File: config.mk
export PLATFORM = sky130hd
export DESIGN_NAME = tag_count_table_top
export DESIGN_NICKNAME = d
export VERILOG_FILES = /design/src/tct_pkg.sv /design/src/tct_ctrl.sv /design/src/tct_datapath.sv /design/src/tag_count_table_top.sv
export SDC_FILE = /design/constraint.sdc
export NUM_CORES = 1
export LEC_CHECK = 0
export BUFFER_PORTS_ARGS = -buffer_cell sky130_fd_sc_hd__buf_2
export CAP_MARGIN = 20
export CORE_ASPECT_RATIO = 0.75
export CORE_UTILIZATION = 35
export DETAILED_ROUTE_END_ITERATION = 8
export PLACE_DENSITY = 0.52
export SLEW_MARGIN = 20
export SYNTH_ARGS = -nofsm -noshare
export SYNTH_HDL_FRONTEND = slang
export SYNTH_SLANG_ARGS = --single-unit
File: constraint.sdc
create_clock -name clk -period 6.65 [get_ports clk]
set_input_delay 1.33 -clock clk [delete_from_list [all_inputs] [get_ports clk]]
set_output_delay 1.33 -clock clk [all_outputs]
set_load 0.1 [all_outputs]
File: src/tct_pkg.sv
// Shared types and constants for the tag count table.
// Holds request and result codes, field widths, and the controller/datapath link structs.
// No dependencies.
package tct_pkg;

	// Fixed field widths of the stream payload
	localparam int KEY_W     = 32;
	localparam int AMT_W     = 31;
	localparam int CNT_OUT_W = 31;

	// Parameter defaults
	localparam int ENTRIES_DEF    = 16;
	localparam int KEY_BITS_DEF   = 32;
	localparam int COUNT_BITS_DEF = 31;

	// Request operations
	typedef enum logic [1:0] {
		OP_ADD    = 2'd0,
		OP_SUB    = 2'd1,
		OP_REMOVE = 2'd2,
		OP_QUERY  = 2'd3
	} opcode_t;

	// Result status codes
	typedef enum logic [1:0] {
		ST_DONE    = 2'd0,
		ST_REJECT  = 2'd1,
		ST_FULL    = 2'd2,
		ST_MISSING = 2'd3
	} status_t;

	// Controller to datapath
	typedef struct packed {
		logic start;   // latch request, rewind scan
		logic issue;   // read next table entry
		logic finish;  // apply update, load result
	} tct_cmd_t;

	// Datapath to controller
	typedef struct packed {
		logic last_issue; // current read is the final entry
		logic out_free;   // result register can take a new result
	} tct_stat_t;

endpackage

File: src/tct_ctrl.sv
// Sequencer of the tag count table: accept, scan, drain, update.
// Depends on tct_pkg for the command and status structs.
module tct_ctrl import tct_pkg::*; (
	input  logic      clk,
	input  logic      arst_n,
	input  logic      s_tvalid,
	output logic      s_tready,
	input  tct_stat_t stat,
	output tct_cmd_t  cmd
);

	typedef enum logic [1:0] {
		S_IDLE,
		S_SCAN,
		S_DRAIN,
		S_UPDATE
	} state_t;

	state_t state_q;

	// State register
	always_ff @(posedge clk or negedge arst_n) begin
		if (!arst_n) begin
			state_q <= S_IDLE;
		end else begin
			case (state_q)
				S_IDLE: begin
					if (s_tvalid) state_q <= S_SCAN;
				end
				S_SCAN: begin
					if (stat.last_issue) state_q <= S_DRAIN;
				end
				S_DRAIN: begin
					state_q <= S_UPDATE;
				end
				S_UPDATE: begin
					if (stat.out_free) state_q <= S_IDLE;
				end
				default: begin
					state_q <= S_IDLE;
				end
			endcase
		end
	end

	// Commands decoded from state
	assign s_tready   = (state_q == S_IDLE);
	assign cmd.start  = (state_q == S_IDLE) && s_tvalid;
	assign cmd.issue  = (state_q == S_SCAN);
	assign cmd.finish = (state_q == S_UPDATE) && stat.out_free;

endmodule

File: src/tct_datapath.sv
// Datapath of the tag count table: key/count store, valid bits, scan compare,
// update arithmetic and the result register. Depends on tct_pkg.
module tct_datapath import tct_pkg::*; #(
	parameter int ENTRIES    = ENTRIES_DEF,
	parameter int KEY_BITS   = KEY_BITS_DEF,
	parameter int COUNT_BITS = COUNT_BITS_DEF
) (
	input  logic                 clk,
	input  logic                 arst_n,
	input  tct_cmd_t             cmd,
	output tct_stat_t            stat,
	input  logic [1:0]           req_op,
	input  logic [KEY_W-1:0]     req_key,
	input  logic [AMT_W-1:0]     req_amount,
	output logic                 res_valid,
	input  logic                 res_ready,
	output logic [1:0]           res_status,
	output logic [CNT_OUT_W-1:0] res_count,
	output logic                 res_present
);

	localparam int IW    = $clog2(ENTRIES);
	localparam int KW    = (KEY_BITS < KEY_W) ? KEY_BITS : KEY_W;
	localparam int CW    = COUNT_BITS;
	localparam int CWX   = (CW > AMT_W) ? CW : AMT_W;
	localparam int SW    = CWX + 1;
	localparam int CWO   = (CW > CNT_OUT_W) ? CW : CNT_OUT_W;

	// Store: keys and counts in memory, valid bits in flops
	logic [KW-1:0] key_mem [ENTRIES];
	logic [CW-1:0] cnt_mem [ENTRIES];
	logic [ENTRIES-1:0] valid_q;

	// Request registers
	opcode_t        op_q;
	logic [KW-1:0]  key_q;
	logic [AMT_W-1:0] amt_q;

	// Scan state
	logic [IW-1:0] idx_q;
	logic          cmp_vld_s1;
	logic [IW-1:0] cmp_idx_s1;
	logic [KW-1:0] rd_key_s1;
	logic [CW-1:0] rd_cnt_s1;
	logic          rd_vld_s1;
	logic          found_q;
	logic [IW-1:0] match_idx_q;
	logic [CW-1:0] match_cnt_q;
	logic          free_found_q;
	logic [IW-1:0] free_idx_q;

	// Result register
	logic          res_valid_q;
	logic [1:0]    res_status_q;
	logic [CNT_OUT_W-1:0] res_count_q;
	logic          res_present_q;

	// Update decode
	logic [CW-1:0] cmax;
	logic [SW-1:0] sum_w;
	logic [SW-1:0] diff_w;
	logic [CW-1:0] sum_sat;
	logic [CW-1:0] ins_sat;
	logic          sub_frees;
	logic          key_zero;
	logic          amt_zero;
	status_t       st_c;
	logic [CW-1:0] cnt_c;
	logic          pres_c;
	logic          wr_c;
	logic [IW-1:0] wr_slot_c;
	logic [CW-1:0] wr_cnt_c;
	logic          set_v_c;
	logic          clr_v_c;
	logic [CWO-1:0] cnt_ext;

	assign stat.last_issue = (idx_q == IW'(ENTRIES - 1));
	assign stat.out_free   = !res_valid_q || res_ready;

	// Request latch
	always_ff @(posedge clk) begin
		if (cmd.start) begin
			op_q  <= opcode_t'(req_op);
			key_q <= req_key[KW-1:0];
			amt_q <= req_amount;
		end
	end

	// Scan index and compare stage valid
	always_ff @(posedge clk or negedge arst_n) begin
		if (!arst_n) begin
			idx_q        <= '0;
			cmp_vld_s1   <= 1'b0;
			found_q      <= 1'b0;
			free_found_q <= 1'b0;
		end else begin
			cmp_vld_s1 <= cmd.issue;
			if (cmd.start) begin
				idx_q        <= '0;
				found_q      <= 1'b0;
				free_found_q <= 1'b0;
			end else begin
				if (cmd.issue) idx_q <= idx_q + IW'(1);
				if (cmp_vld_s1) begin
					if (rd_vld_s1 && (rd_key_s1 == key_q) && !found_q) found_q <= 1'b1;
					if (!rd_vld_s1 && !free_found_q) free_found_q <= 1'b1;
				end
			end
		end
	end

	// Match and free slot capture
	always_ff @(posedge clk) begin
		if (cmp_vld_s1) begin
			if (rd_vld_s1 && (rd_key_s1 == key_q) && !found_q) begin
				match_idx_q <= cmp_idx_s1;
				match_cnt_q <= rd_cnt_s1;
			end
			if (!rd_vld_s1 && !free_found_q) free_idx_q <= cmp_idx_s1;
		end
	end

	// Memory write and registered read
	always_ff @(posedge clk) begin
		if (cmd.finish && wr_c) begin
			key_mem[wr_slot_c] <= key_q;
			cnt_mem[wr_slot_c] <= wr_cnt_c;
		end
		if (cmd.issue) begin
			rd_key_s1  <= key_mem[idx_q];
			rd_cnt_s1  <= cnt_mem[idx_q];
			cmp_idx_s1 <= idx_q;
		end
	end

	// Valid bits and their read copy
	always_ff @(posedge clk or negedge arst_n) begin
		if (!arst_n) begin
			valid_q   <= '0;
			rd_vld_s1 <= 1'b0;
		end else begin
			if (cmd.issue) rd_vld_s1 <= valid_q[idx_q];
			if (cmd.finish && set_v_c) valid_q[wr_slot_c] <= 1'b1;
			if (cmd.finish && clr_v_c) valid_q[match_idx_q] <= 1'b0;
		end
	end

	// Count arithmetic
	assign cmax      = '1;
	assign sum_w     = SW'(match_cnt_q) + SW'(amt_q);
	assign diff_w    = SW'(match_cnt_q) - SW'(amt_q);
	assign sum_sat   = (sum_w > SW'(cmax)) ? cmax : sum_w[CW-1:0];
	assign ins_sat   = (SW'(amt_q) > SW'(cmax)) ? cmax : CW'(amt_q);
	assign sub_frees = (SW'(match_cnt_q) <= SW'(amt_q));
	assign key_zero  = (key_q == '0);
	assign amt_zero  = (amt_q == '0);

	// Outcome of the request
	always_comb begin
		st_c      = ST_DONE;
		cnt_c     = '0;
		pres_c    = 1'b0;
		wr_c      = 1'b0;
		wr_slot_c = match_idx_q;
		wr_cnt_c  = sum_sat;
		set_v_c   = 1'b0;
		clr_v_c   = 1'b0;
		if (key_zero) begin
			st_c = ST_REJECT;
		end else if (((op_q == OP_ADD) || (op_q == OP_SUB)) && amt_zero) begin
			st_c = ST_REJECT;
			if (found_q) begin
				cnt_c  = match_cnt_q;
				pres_c = 1'b1;
			end
		end else begin
			case (op_q)
				OP_ADD: begin
					if (found_q) begin
						wr_c   = 1'b1;
						cnt_c  = sum_sat;
						pres_c = 1'b1;
					end else if (free_found_q) begin
						wr_c      = 1'b1;
						wr_slot_c = free_idx_q;
						wr_cnt_c  = ins_sat;
						set_v_c   = 1'b1;
						cnt_c     = ins_sat;
						pres_c    = 1'b1;
					end else begin
						st_c = ST_FULL;
					end
				end
				OP_SUB: begin
					if (!found_q) begin
						st_c = ST_MISSING;
					end else if (sub_frees) begin
						clr_v_c = 1'b1;
					end else begin
						wr_c     = 1'b1;
						wr_cnt_c = diff_w[CW-1:0];
						cnt_c    = diff_w[CW-1:0];
						pres_c   = 1'b1;
					end
				end
				OP_REMOVE: begin
					if (!found_q) st_c = ST_MISSING;
					else clr_v_c = 1'b1;
				end
				default: begin
					if (!found_q) begin
						st_c = ST_MISSING;
					end else begin
						cnt_c  = match_cnt_q;
						pres_c = 1'b1;
					end
				end
			endcase
		end
	end

	assign cnt_ext = CWO'(cnt_c);

	// Result register: valid flag
	always_ff @(posedge clk or negedge arst_n) begin
		if (!arst_n) begin
			res_valid_q <= 1'b0;
		end else if (cmd.finish) begin
			res_valid_q <= 1'b1;
		end else if (res_ready) begin
			res_valid_q <= 1'b0;
		end
	end

	// Result register: payload
	always_ff @(posedge clk) begin
		if (cmd.finish) begin
			res_status_q  <= st_c;
			res_count_q   <= cnt_ext[CNT_OUT_W-1:0];
			res_present_q <= pres_c;
		end
	end

	assign res_valid   = res_valid_q;
	assign res_status  = res_status_q;
	assign res_count   = res_count_q;
	assign res_present = res_present_q;

endmodule

File: src/tag_count_table_top.sv
// Top level of the tag count table: stream ports, controller and datapath.
// Depends on tct_pkg, tct_ctrl and tct_datapath.
//
// A fixed table of ENTRIES key/count pairs. Each request beat (opcode in s_tuser,
// key and amount in s_tdata) yields exactly one result beat (status in m_tuser,
// count and present flag in m_tdata). Add raises a key's count with saturation
// at 2^COUNT_BITS-1 or inserts it into the lowest free entry; subtract lowers it
// and frees the entry at zero or below; remove frees it; query reports it. Key 0,
// and amount 0 on add or subtract, are rejected. A request passes through an accept
// state, a scan state that reads each table entry in turn through the single memory
// read port, a drain state for the last compare and an update state. The next request
// is taken once the update is done; the update waits only while the previous result
// is still held in the output register. No clearing pass is needed after reset.
module tag_count_table_top import tct_pkg::*; #(
	parameter int ENTRIES    = ENTRIES_DEF,
	parameter int KEY_BITS   = KEY_BITS_DEF,
	parameter int COUNT_BITS = COUNT_BITS_DEF
) (
	input  logic        clk,
	input  logic        arst_n,
	input  logic        s_tvalid,
	output logic        s_tready,
	input  logic [63:0] s_tdata,  // [31:0] key, [62:32] amount, [63] zero
	input  logic [1:0]  s_tuser,  // [1:0] opcode
	output logic        m_tvalid,
	input  logic        m_tready,
	output logic [31:0] m_tdata,  // [30:0] count_now, [31] present
	output logic [1:0]  m_tuser   // [1:0] status
);

	tct_cmd_t  cmd;
	tct_stat_t stat;
	logic [CNT_OUT_W-1:0] res_count;
	logic res_present;

	tct_ctrl u_ctrl (
		.clk      (clk),
		.arst_n   (arst_n),
		.s_tvalid (s_tvalid),
		.s_tready (s_tready),
		.stat     (stat),
		.cmd      (cmd)
	);

	tct_datapath #(
		.ENTRIES    (ENTRIES),
		.KEY_BITS   (KEY_BITS),
		.COUNT_BITS (COUNT_BITS)
	) u_datapath (
		.clk         (clk),
		.arst_n      (arst_n),
		.cmd         (cmd),
		.stat        (stat),
		.req_op      (s_tuser),
		.req_key     (s_tdata[KEY_W-1:0]),
		.req_amount  (s_tdata[KEY_W+AMT_W-1:KEY_W]),
		.res_valid   (m_tvalid),
		.res_ready   (m_tready),
		.res_status  (m_tuser),
		.res_count   (res_count),
		.res_present (res_present)
	);

	// Result beat packing
	assign m_tdata = {res_present, res_count};

endmodule
# ---- Word level (Yosys, flattened, before mapping)
# Memories as Yosys holds them, arrays and structs flattened. A register that Yosys moved wholly into a read port is not among the register bits.
# Cells that the tools add are included.
# W data, S select, Z words.
dict set report classes {
  add_sub_neg 3
  order_cmp 8
  eq_ne 10
  mux 68
  bitwise 3
  n_reduce_logical 32
}
# cell count
set op_table {}
lappend op_table {{$mux W31} 14}
lappend op_table {{$pmux W31 S3} 1}
lappend op_table {{$pmux W31 S2} 1}
lappend op_table {{$add A31 B31 Y32} 1}
lappend op_table {{$eq A32 B32 Y1} 1}
lappend op_table {{$gt A32 B31 Y1 const B} 1}
lappend op_table {{$logic_not A32 Y1} 1}
lappend op_table {{$mux W16} 2}
lappend op_table {{$gt A31 B31 Y1 const B} 1}
lappend op_table {{$le A31 B31 Y1} 1}
lappend op_table {{$logic_not A31 Y1} 1}
lappend op_table {{$sub A31 B31 Y31} 1}
lappend op_table {{$mux W1} 29}
lappend op_table {{$mux W4} 7}
lappend op_table {{$and A16 B16 Y16} 1}
lappend op_table {{$not A16 Y16} 1}
lappend op_table {{$or A16 B16 Y16} 1}
lappend op_table {{$lt A4 B5 Y1 const B} 3}
lappend op_table {{$mux W2} 7}
lappend op_table {{$logic_and A1 B1 Y1} 11}
lappend op_table {{$reduce_bool A2 Y1} 5}
lappend op_table {{$demux W1 S4} 2}
lappend op_table {{$ge A4 B1 Y1 const B} 2}
lappend op_table {{$pmux W2 S4} 1}
lappend op_table {{15 further kinds} 28}
dict set report totals {
  regBits 169
  mem_bits_rw 1008
  input_bits 70
  output_inout_bits 36
  wordCells 144
  n_memories 2
}
# memory depth word_bits read_ports rd_ports_with_merged_regs write_ports line_no
set memory_table {}
lappend memory_table {u_datapath.key_mem 16 32 1 1 1 tct_datapath.sv:30} ;# logic [KW-1:0] key_mem [ENTRIES];
lappend memory_table {u_datapath.cnt_mem 16 31 1 1 1 tct_datapath.sv:31} ;# logic [CW-1:0] cnt_mem [ENTRIES];

# ---- Longest topological paths before layout
# Gate-level depths: netlist (run 1).
dict set report depth {
  word_depth 13
  mapped_depth 14
  mapped_depth_nobuf 14
}

# ---- Modules after synthesis
# From an unflattened synthesis (run 1), not the netlist that was laid out.
dict set report hier_totals {
  cells_unflattened 2689
  area_unflattened_um2 51147.8
}
# mod instances cells_each area_per_inst_um2
set by_module_without_submodules {}
lappend by_module_without_submodules {tct_datapath 1 2671 50972.6}
lappend by_module_without_submodules {tct_ctrl 1 17 167.7}
lappend by_module_without_submodules {tag_count_table_top 1 1 7.5}

# ---- Worst setup path after synthesis (run 1)
# No wires, ideal clock.
dict set report synth_timing {
  path_kind {input to register}
  from {input m_tready}
  to {memory u_datapath.cnt_mem[11][0] (netlist name), enable pin}
  arrival_ps 5695
  t_required_ps 6166
  path_slack_ps 471
  path_stages 6
  n_path_buf 0
  path_cell_list {nand2b_1 > and2_1 > nand2_1 > a21oi_2 > nand2_1 > nor2_1}
}
# item line_no
set synth_lines {}
lappend synth_lines {{from (decl)} tag_count_table_top.sv:26} ;# input logic m_tready,
lappend synth_lines {{to (decl)} tct_datapath.sv:31}

# ---- Worst setup path in the final report (run 1)
dict set report layout_timing {
  from {register u_datapath.key_q[31]}
  to {memory u_datapath.cnt_mem[3][30] (netlist name), enable pin}
}
dict set report layout_between {
  elab_chain_len 5
}
# item line_no
set layout_lines {}
lappend layout_lines {{from (decl)} tct_datapath.sv:36} ;# logic [KW-1:0] key_q;
lappend layout_lines {{from (signal assigned)} tct_datapath.sv:84} ;# key_q <= req_key[KW-1:0];
lappend layout_lines {{$logic_not A32 Y1 (*)} tct_datapath.sv:155} ;# assign key_zero = (key_q == '0);
lappend layout_lines {{$mux W1} tct_datapath.sv:168} ;# if (key_zero) begin
lappend layout_lines {{$logic_and A1 B1 Y1} tct_datapath.sv:125} ;# if (cmd.finish && wr_c) begin
lappend layout_lines {{$mux W1} tct_datapath.sv:125}
lappend layout_lines {{$mux W1 (implied by the code)} tct_datapath.sv:127} ;# cnt_mem[wr_slot_c] <= wr_cnt_c;
# Mark *: on every way between the ends. The rest lies on a longest branch, timed or not.

==> results.toml, run 1 <==
[power_and_ir_drop]
power_switching_mw = 6.99
power.density_mw_per_mm2 = 389
internal_power_mw = 15.7
p_clk_frac = 0.282
p_comb_frac = 0.258
leakage_power_nw = 18.4
power.sequential.fraction = 0.460
peakVddDrop_uv = 303
power_switching_share = 0.308

[worst_setup_path]
cell_with_the_biggest_individual_delay_on_the_critical_path = "edfxtp_1"
arrival_ps = 5240
cell_occurring_most_often_along_the_worst_timing_path = "buf_4"
crit_end = "u_datapath.cnt_mem[3][30]"
worst-endpoint-required_ps = 7050
critical_path.cell_chain = "nor4_1 > nand4_1 > nor2_2 > or2_1 > nor3_2 > buf_4 > nand3_1 > o21ai_1 > buf_4 > nand2_1 > nor2_4 > buf_12"
category_of_the_most_critical_setup_path = "reg -> reg"
start_kind = "flop"
slowest_delay_ps = 780
setup.reg_to_reg.worst_slack_ps = 1800
worst-r2r-cell-count = 12
worstReg2RegEnd = "u_datapath.cnt_mem[3][30]"
critical_path.startpoint = "u_datapath.key_q[31]"
crit_fanout = 19
crit_end_element = "flop"
reg2reg_launch_point = "u_datapath.key_q[31]"

[timing]
hold_viol_final = 0
finalWorstPathRequiredPeriod_ps = 4850
unrepaired_setup_endpoints_after_global_routing = "no"
finalSetupViolations = 0
clock_skew_ps = 51.8
final.period_utilization = 0.729
fin_tns_setup_ps = 0
worst_pin_slew_ps = 1110
max_clock_freq_mhz = 206
max_slew_margin = 0.254
final_max_slew_viol_count = 0

[floorplanning]
core-area_sq_mm = 0.145
top_level_port_count = 106
die_h_microns = 334
rows = 121
initial_core_util = 0.353
fp.dieArea_sq_mm = 0.148
die-width_microns = 444

[synthesis]
synth_commonest_cells = "1,213 x edfxtp_1, 320 x mux4_2, 143 x nor2_1"
synth_edf_count = 1213
synth-seq-area-share = 0.723
postSynthCellCount = 2701
postSynthNetCount = 2844
synth_top_area_frac = 0.710
synth.top_cells.by_area = "edfxtp_1 71%, mux4_2 14%, ha_1 1.7%"
post-synth-top-area-cell = "edfxtp_1"
ys_async_sr_fraction = 0.0218
postSynthAreaPerCell_sq_um = 19.0
ys_types = 93
most_frequent_cell_after_synthesis = "edfxtp_1"
flip_flop_and_latch_count_after_synthesis = 1240
netlist_area_sq_mm = 0.0513
synth-main-ff-cell = "edfxtp_1"
synth.yosys.warnings = 0

[clocking]
path_clk_slew_ps = 70
cts.htree.levels = 3
cts-resized-gates = 0
cts_hold_buffers = 0
clock_latency_on_the_worst_skew_pair_ps = 740
postCtsSetupBuffers = 0
clkSinkCount = 1240
cts_buffer_depth = 3
cts_tree = "built"
clockRootBuffer = "clkbuf_16"
cts_made_buffers = 115

[placed_design]
gpl.final_weighted_congestion = 0.870
io_buffer_count = 104
hpwlAfterDp_mm = 79.5

[grt]
antenna_found_initial = 3
grt.overflow.total = 0
grt_first_pass_wirelength_mm = 196
grt_start_max_net_pins = 128
globalRouteTotalUtil = 0.183
grt_pass1_vias = 27200

[finish]
post_route_cells_drive_above_1_share = 0.252
final_nets = 3014
layout-area-overhead-vs-synth_pct = 13.7
final-seq-area_sq_mm = 0.0371
n_fill_cell = 13000
multi_input_gate_area_in_the_final_layout_sq_mm = 0.0134
final_core_utilization = 0.401
antenna_cells = 0

[min_path]
worstHoldPathCells = 0
hold_path.class = "reg -> reg"

[detailed_routing]
detail_route.first_pass.iterations = 6
ant_nets = 0
route.final.wire_length_mm = 136
routed-via-count = 26700
drt_drc_violations_left = 0
detail_routed_via_count_per_cell = 5.48
initial_detailed_routing_violation_count = 2778
detail_route.wl_per_cell_microns = 27.9

[outcome]
status = "finished, final reports clean"

[job]
timing.max_cap.violations = 0
## cells by family after synthesis
logic type,synth area share
xor+xnor,0.0152
fa+ha+maj,0.0181
buf+inv,0.0191
compound gates,0.0475
flops,0.723
mux,0.142
simple gates,0.0354
## cell type report
class                   instances  area share
well taps                    1906      0.0409
clock inverters                69      0.0101
multi-input cells            1250       0.230
flip-flops and latches       1240       0.636
clock buffers                 143      0.0520
inverters                      71     0.00457
repair buffers                193      0.0260
## how the worst min path moves through the flow
stage | start | to | slack [ps]
2_1_floorplan | u_datapath.rd_cnt_s1[0] | u_datapath.match_cnt_q[0] | 400
3_3_place_gp | u_datapath.rd_cnt_s1[16] | u_datapath.match_cnt_q[16] | 410
3_5_place_dp | u_datapath.rd_cnt_s1[29] | u_datapath.match_cnt_q[29] | 400
4_1_cts | u_datapath.rd_cnt_s1[30] | u_datapath.match_cnt_q[30] | 420
5_1_grt | u_datapath.rd_cnt_s1[6] | u_datapath.match_cnt_q[6] | 430
6_report | u_datapath.rd_cnt_s1[30] | u_datapath.match_cnt_q[30] | 420
## power by group through the flow
stage / sequential (mW) / clock, mW / combinational, mW
6_report: 10.4 / 6.40 / 5.86
5_1_grt: 10.5 / 6.84 / 6.28
4_1_cts: 10.5 / 6.56 / 5.94
3_5_place_dp: 10.6 / 0 / 5.92
3_3_place_gp: 10.6 / 0 / 5.82
2_1_floorplan: 10.7 / 0 / 3.84
## sequential cells by signal (all words and copies together) (netlist names), 16 cells and up
name and cells:
u_datapath.valid_q 16, u_datapath.res_count 31, u_datapath.rd_cnt_s1 31, u_datapath.rd_key_s1 32
u_datapath.amt_q 31, u_datapath.key_q 32, u_datapath.key_mem 512, u_datapath.match_cnt_q 31
u_datapath.cnt_mem 496
## layer usage
| layer | track usage | wire length (microns) | vias up |
|---|---|---|---|
| met5 | 0 | 0 | - |
| met4 | 0.0349 | 2490 | 0 |
| met3 | 0.0275 | 7560 | 187 |
| met2 | 0.286 | 62700 | 831 |
| met1 | 0.271 | 63300 | 14300 |
| li1 | - | - | 11400 |
## worst max-delay path: cells and delay by family (launching register included)
kind | cells | cell delay, ps
and+or+nand+nor | 8 | 2790
DFF | 1 | 780
buffers and inverters | 3 | 770
AOI/OAI and AO/OA | 1 | 110
## cell usage in the layout, fill, tap and decap left out, types with 13 or more instances in the layout
cell,n
ha_1,70
o21ai_1,19
dfrtp_1,22
nand4_1,15
clkinv_1,23
buf_12,26
nand2_1,83
clkinv_2,25
clkbuf_16,117
nor2_1,125
buf_4,63
edfxtp_1,1213
clkbuf_1,25
a31oi_1,17
nor3_1,34
mux4_2,320
buf_2,104
xnor2_1,70
xor2_1,19
nor4_1,25
a21oi_1,125
nand3_1,18
nor2b_1,13
nor2_4,17
inv_1,67
o21ai_0,69
## stage by stage
stage          std cells  setup slack, ps  hold WS (ps)  area [sq um]  power [mW]
2_1_floorplan       2701              471           400         51300        14.5
3_3_place_gp        4659             1850           408         54700        16.4
3_5_place_dp        4659             1790           405         54700        16.5
4_1_cts             4871             1730           420         58300        23.0
5_1_grt             4872             1530           430         58300        23.6
6_report            4872             1800           420         58300        22.7
(Power assumes the default switching activity.)
==> inputs of run 2 (changes only) <==
Settings changed: PLACE_DENSITY 0.52 to 0.53.
Clock period 6.65 ns to 4 ns, I/O delays scaled along.
==> run 2 against run 1 <==
Effect of this change:
- wire length is 2.1% higher
- non-clock buffer count is 265 higher
- clock power is 77% higher
- critical path type unchanged
- critical endpoint is now u_datapath.cnt_mem[8][10]
- highest routed layer is now met5
==> results.toml, run 2 (synthesis gave the netlist of run 1 again) <==
[finish]
final_design_area_no_fill_sq_mm = 0.0618
largest-register = "u_datapath.key_mem"
final_cell_count_no_fill = 5137
antenna_cells = 0
final_nets = 3279
largest_reg_flops = 512
layout-area-overhead-vs-synth_pct = 20.4
final_core_utilization = 0.425
mostFrequentLayoutCells = "1,213 x edfxtp_1, 320 x mux4_2, 245 x buf_4, 125 x nor2_1, 125 x a21oi_1"
post_route_cells_drive_above_1_share = 0.323
largest_registers = "u_datapath.key_mem x512, u_datapath.cnt_mem x496"
layout.cells.most_common = "edfxtp_1"

[placed_design]
placed_area_sq_mm = 0.0577
dpl.cell_count = 4921
io_buffer_count = 104
gpl.final_weighted_congestion = 0.907
hpwlAfterDp_mm = 90.5

[detailed_routing]
detail_routed_via_count_per_cell = 5.38
route.final.wire_length_mm = 139
ant_nets = 0
initial_detailed_routing_violation_count = 2823
detail_route.first_pass.iterations = 6
routed-via-count = 27700
detail_route.wl_per_cell_microns = 27.0
drt_drc_violations_left = 0

[grt]
grt.overflow.total = 0
antenna_found_initial = 2
grt_pass1_vias = 28700
grt_start_max_net_pins = 72
globalRouteTotalUtil = 0.187
grt_first_pass_wirelength_mm = 201

[timing]
finalWorstPathRequiredPeriod_ps = 3980
final_max_slew_viol_count = 0
max_clock_freq_mhz = 251
finalSetupViolations = 0
worst_pin_slew_ps = 945
hold_viol_final = 0
max_slew_margin = 0.370
fin_tns_setup_ps = 0
hold-worst-slack_ps = 140
clock_skew_ps = 75.9
final.period_utilization = 0.996

[worst_setup_path]
timing.critical_path.buf_inv = 2
start_kind = "flop"
critical_path.cell_chain = "ha_1 > or4_1 > nor4_4 > o211ai_1 > nand3_2 > a21o_2 > buf_12 > nor2_1 > mux2_2 > o221ai_1 > buf_4"
slowest_delay_ps = 670
crit_fanout = 16
arrival_ps = 4510
worst-endpoint-required_ps = 4530
critPathTopFamily = "simple AND/OR/NAND/NOR gates"
crit_end_element = "flop"
category_of_the_most_critical_setup_path = "reg -> reg"
cell_with_the_biggest_individual_delay_on_the_critical_path = "or4_1"

[outcome]
status = "finished, final reports clean"

[min_path]
hold_path.class = "in -> async"

[clocking]
cts_tree = "built"
cts_hold_buffers = 0
cts_made_buffers = 115
cts_buffer_depth = 3
clockRootBuffer = "clkbuf_16"
cts.htree.levels = 3
clkSinkCount = 1240
path_clk_slew_ps = 70
clock_latency_on_the_worst_skew_pair_ps = 750

[floorplanning]
initial_core_util = 0.353
fp.dieArea_sq_mm = 0.148
die_h_microns = 334
die-width_microns = 444
top_level_port_count = 106
rows = 121
core-area_sq_mm = 0.145

[power_and_ir_drop]
power.density_mw_per_mm2 = 638
leakage_power_nw = 20.1
peakVddDrop_uv = 409

[job]
timing.max_cap.violations = 0
-- run 2: layout make-up --
cell class / count / area (sq um)
flip-flops and latches: 1240 / 37100
fillers: 12700 / 83600
well taps: 1906 / 2380
inverters: 71 / 267
multi-input cells: 1250 / 13600
clock inverters: 76 / 905
clock buffers: 136 / 2980
repair buffers: 458 / 4530
-- run 2: routing by layer --
layer  track usage  wire length, microns  share of wire
met1         0.271                 63400           0.46
met2         0.289                 63400           0.46
met3        0.0381                  8700          0.063
met4        0.0475                  3320          0.024
met5             0                    20        0.00014
-- run 2: where the power goes --
| part | total, mW | leakage, nW | internal, mW | switching, mW |
|---|---|---|---|---|
| Sequential | 17.0 | 11.3 | 16.4 | 0.664 |
| Combinational | 11.1 | 6.94 | 4.71 | 6.36 |
| Clock | 11.3 | 1.89 | 6.44 | 4.87 |
| Total | 39.4 | 20.1 | 27.5 | 11.9 |
-- run 2: metrics by stage --
stage / setup WS, ps / total power, mW
floorplan: -552 / 24.1
global placement: -379 / 28.3
detailed placement: -385 / 28.4
CTS: 0.0457 / 39.8
global route: -66.9 / 41.0
finish: 16.4 / 39.4
-- run 2: what timing repair did --
action / 4_1_cts / 5_1_grt
buffers inserted: 0 / 4
gates resized for setup: 13 / 28
pin swaps: 2 / 4
endpoints found under the setup margin: 543 / 1312
-- run 2: worst paths after layout --
kind / depth (start not counted) / startpoint / to / slack, ps
max in group asynchronous: 1 / arst_n / u_datapath.idx_q[0] / 3250
max: 11 / u_datapath.match_cnt_q[21] / u_datapath.cnt_mem[8][10] / 20
min in group clk: 1 / s_tdata[8] / u_datapath.key_q[8] / 230
min reg2reg: 0 / u_datapath.rd_cnt_s1[19] / u_datapath.match_cnt_q[19] / 420
max reg2reg: 11 / u_datapath.match_cnt_q[21] / u_datapath.cnt_mem[8][10] / 20
min: 1 / arst_n / u_datapath.idx_q[3] / 140
==> inputs of run 3 (changes only) <==
--- a/constraint.sdc
+++ b/constraint.sdc
@@ -3,2 +3,2 @@
 set_output_delay 0.8 -clock clk [all_outputs]
-set_load 0.1 [all_outputs]
+set_load 0.02 [all_outputs]
==> run 3 against run 2 <==
Effect of this change:
- maximum frequency is 1.1% higher
- register-to-register slack better by 50 ps
- sequential power hardly changed
- critical endpoint is now u_datapath.cnt_mem[6][30]
- sequential cell count stayed put
- via count is 2.9% higher
- first-iteration DRC count is 1.3% lower
- worst setup slack better by 45 ps
- largest cell class unchanged
- die area stayed put
- sequential share of layout area is 1.1 points lower
- critical path depth is 6 higher
- combinational power hardly changed
==> results.toml, run 3 (synthesis gave the netlist of run 1 again) <==
[outcome]
status = "finished, final reports clean"

[grt]
grt_start_max_net_pins = 91
grt_first_pass_wirelength_mm = 208
groute.layer.met2.usage = 0.304
grt_pass1_vias = 29500
globalRouteTotalUtil = 0.194
use_met3 = 0.0286
antenna_found_initial = 4
grt_busiest_layer = "met2"
grt.overflow.total = 0
globalRouteMet1Util = 0.285

[floorplanning]
initial_core_util = 0.353
core-area_sq_mm = 0.145
die_h_microns = 334
die-width_microns = 444
top_level_port_count = 106
rows = 121
fp.dieArea_sq_mm = 0.148

[worst_setup_path]
category_of_the_most_critical_setup_path = "reg -> reg"
setup.reg_to_reg.worst_slack_ps = 60
slowest_delay_ps = 480
worst-endpoint-required_ps = 4470
worstReg2RegEnd = "u_datapath.cnt_mem[6][30]"
reg2reg_launch_point = "u_datapath.amt_q[1]"
cell_occurring_most_often_along_the_worst_timing_path = "buf_4"
crit_end_element = "flop"
arrival_ps = 4410
worst-r2r-cell-count = 17
cell_with_the_biggest_individual_delay_on_the_critical_path = "edfxtp_1"
start_kind = "flop"
critical_path.cell_chain = "inv_2 > buf_6 > ha_4 > nand4_1 > nor4_2 > buf_4 > nand4_1 > buf_4 > o2111a_1 > buf_4 > o21a_4 > buf_12 > a32oi_2 > o211ai_2 > o22ai_2 > nand2_4 > buf_12"
crit_fanout = 8

[finish]
final_design_area_no_fill_sq_mm = 0.0630
largest_registers = "u_datapath.key_mem x512, u_datapath.cnt_mem x496"
mostFrequentLayoutCells = "1,213 x edfxtp_1, 364 x buf_4, 320 x mux4_2, 122 x nor2_1, 122 x buf_12"
post_route_cells_drive_above_1_share = 0.354
layout.cells.most_common = "edfxtp_1"
final_nets = 3416
n_fill_cell = 12600
final-seq-area_sq_mm = 0.0371
multi_input_gate_area_in_the_final_layout_sq_mm = 0.0136
largest_reg_flops = 512
layout-area-overhead-vs-synth_pct = 22.8
largest-register = "u_datapath.key_mem"

[clocking]
clockRootBuffer = "clkbuf_16"
cts_buffer_depth = 3
cts.htree.levels = 3
clock_latency_on_the_worst_skew_pair_ps = 780
path_clk_slew_ps = 60
clkSinkCount = 1240
cts_tree = "built"
cts_hold_buffers = 0
cts_made_buffers = 113

[power_and_ir_drop]
leakage_power_nw = 20.8
power.density_mw_per_mm2 = 615
post-layout-total-power_mw = 38.7
peakVddDrop_uv = 430

[placed_design]
gpl.final_weighted_congestion = 0.903
io_buffer_count = 104
hpwlAfterDp_mm = 94.5
placed_area_sq_mm = 0.0588

[timing]
unrepaired_setup_endpoints_after_global_routing = "yes"
max_clock_freq_mhz = 254
clock_skew_ps = 73.2
final_max_slew_viol_count = 0
final.period_utilization = 0.985
max_slew_margin = 0.270
hold_viol_final = 0
finalSetupViolations = 0
worst_pin_slew_ps = 1090
finalWorstPathRequiredPeriod_ps = 3940

[detailed_routing]
detail_route.wl_per_cell_microns = 27.3
detail_route.first_pass.iterations = 5
detail_routed_via_count_per_cell = 5.39
initial_detailed_routing_violation_count = 2785
route.final.wire_length_mm = 144
ant_nets = 0
drt_drc_violations_left = 0
routed-via-count = 28400

[min_path]
hold_path.class = "in -> async"

[job]
timing.max_cap.violations = 0
## run 3: cell types whose count changed in the layout (fill, tap and decap cells not counted), moves of 4 or more
cell,delta
nor3_2,-4
bufinv_16,-6
buf_12,+14
nor3_1,+4
buf_4,+119
a21oi_1,-5
## run 3: layer usage
metal	up-vias	wire, microns	part of all wire
met5	-	8	0.000056
met4	2	3040	0.021
met3	208	8190	0.057
met2	979	66400	0.46
met1	15100	66300	0.46
li1	12200	-	-
## run 3: area by class of cell
type,instances,share of cell area
Multi-Input combinational cell,1250,0.217
Timing Repair Buffer,597,0.0928
Clock buffer,134,0.0465
Sequential cell,1240,0.589
Tap cell,1906,0.0379
Antenna cell,1,0.0000397
Inverter,71,0.00423
Clock inverter,75,0.0128
## run 3: per-stage QoR
step	TNS, ps	instances	setup slack, ps	utilization	hold WS, ps
3_5_place_dp	-60210	5050	-312	0.404	405
6_report	0	5274	61.6	0.433	109
5_1_grt	-311	5273	-67.9	0.433	108
2_1_floorplan	-617520	2701	-620	-	400
4_1_cts	-3330	5259	-69.7	0.430	60.3
3_3_place_gp	-78370	5050	-281	0.404	406
## run 3: repair_timing
action,CTS,global route
buffers inserted,0,10
endpoints found under the setup margin,1086,1289
gates resized for setup,10,45
gates cloned,0,5
pin swaps,0,19
## run 3: report_power, final
part	switching, mW	total [mW]	internal (mW)
combinational	5.74	10.8	5.01
clock	4.91	10.9	5.99
sequential	0.723	17.1	16.4
## run 3: worst max path at each step
stage | start | end | slack [ps] | cells after the start
2_1_floorplan | m_tready | u_datapath.cnt_mem[11][0] | -620 | 6
3_3_place_gp | u_datapath.match_cnt_q[0] | u_datapath.cnt_mem[9][24] | -280 | 16
3_5_place_dp | u_datapath.match_cnt_q[0] | u_datapath.cnt_mem[1][24] | -310 | 16
4_1_cts | u_datapath.amt_q[10] | u_datapath.cnt_mem[9][8] | -70 | 10
5_1_grt | u_datapath.amt_q[4] | u_datapath.valid_q[11] | -70 | 15
6_report | u_datapath.amt_q[1] | u_datapath.cnt_mem[6][30] | 60 | 17
## run 3: critical path: cells and delay by family, from the launching register on
family,cells,cell delay (ps)
buffers and inverters,7,1050
AOI/OAI and AO/OA,5,970
and+or+nand+nor,4,920
DFF,1,480
adders and majority gates,1,260
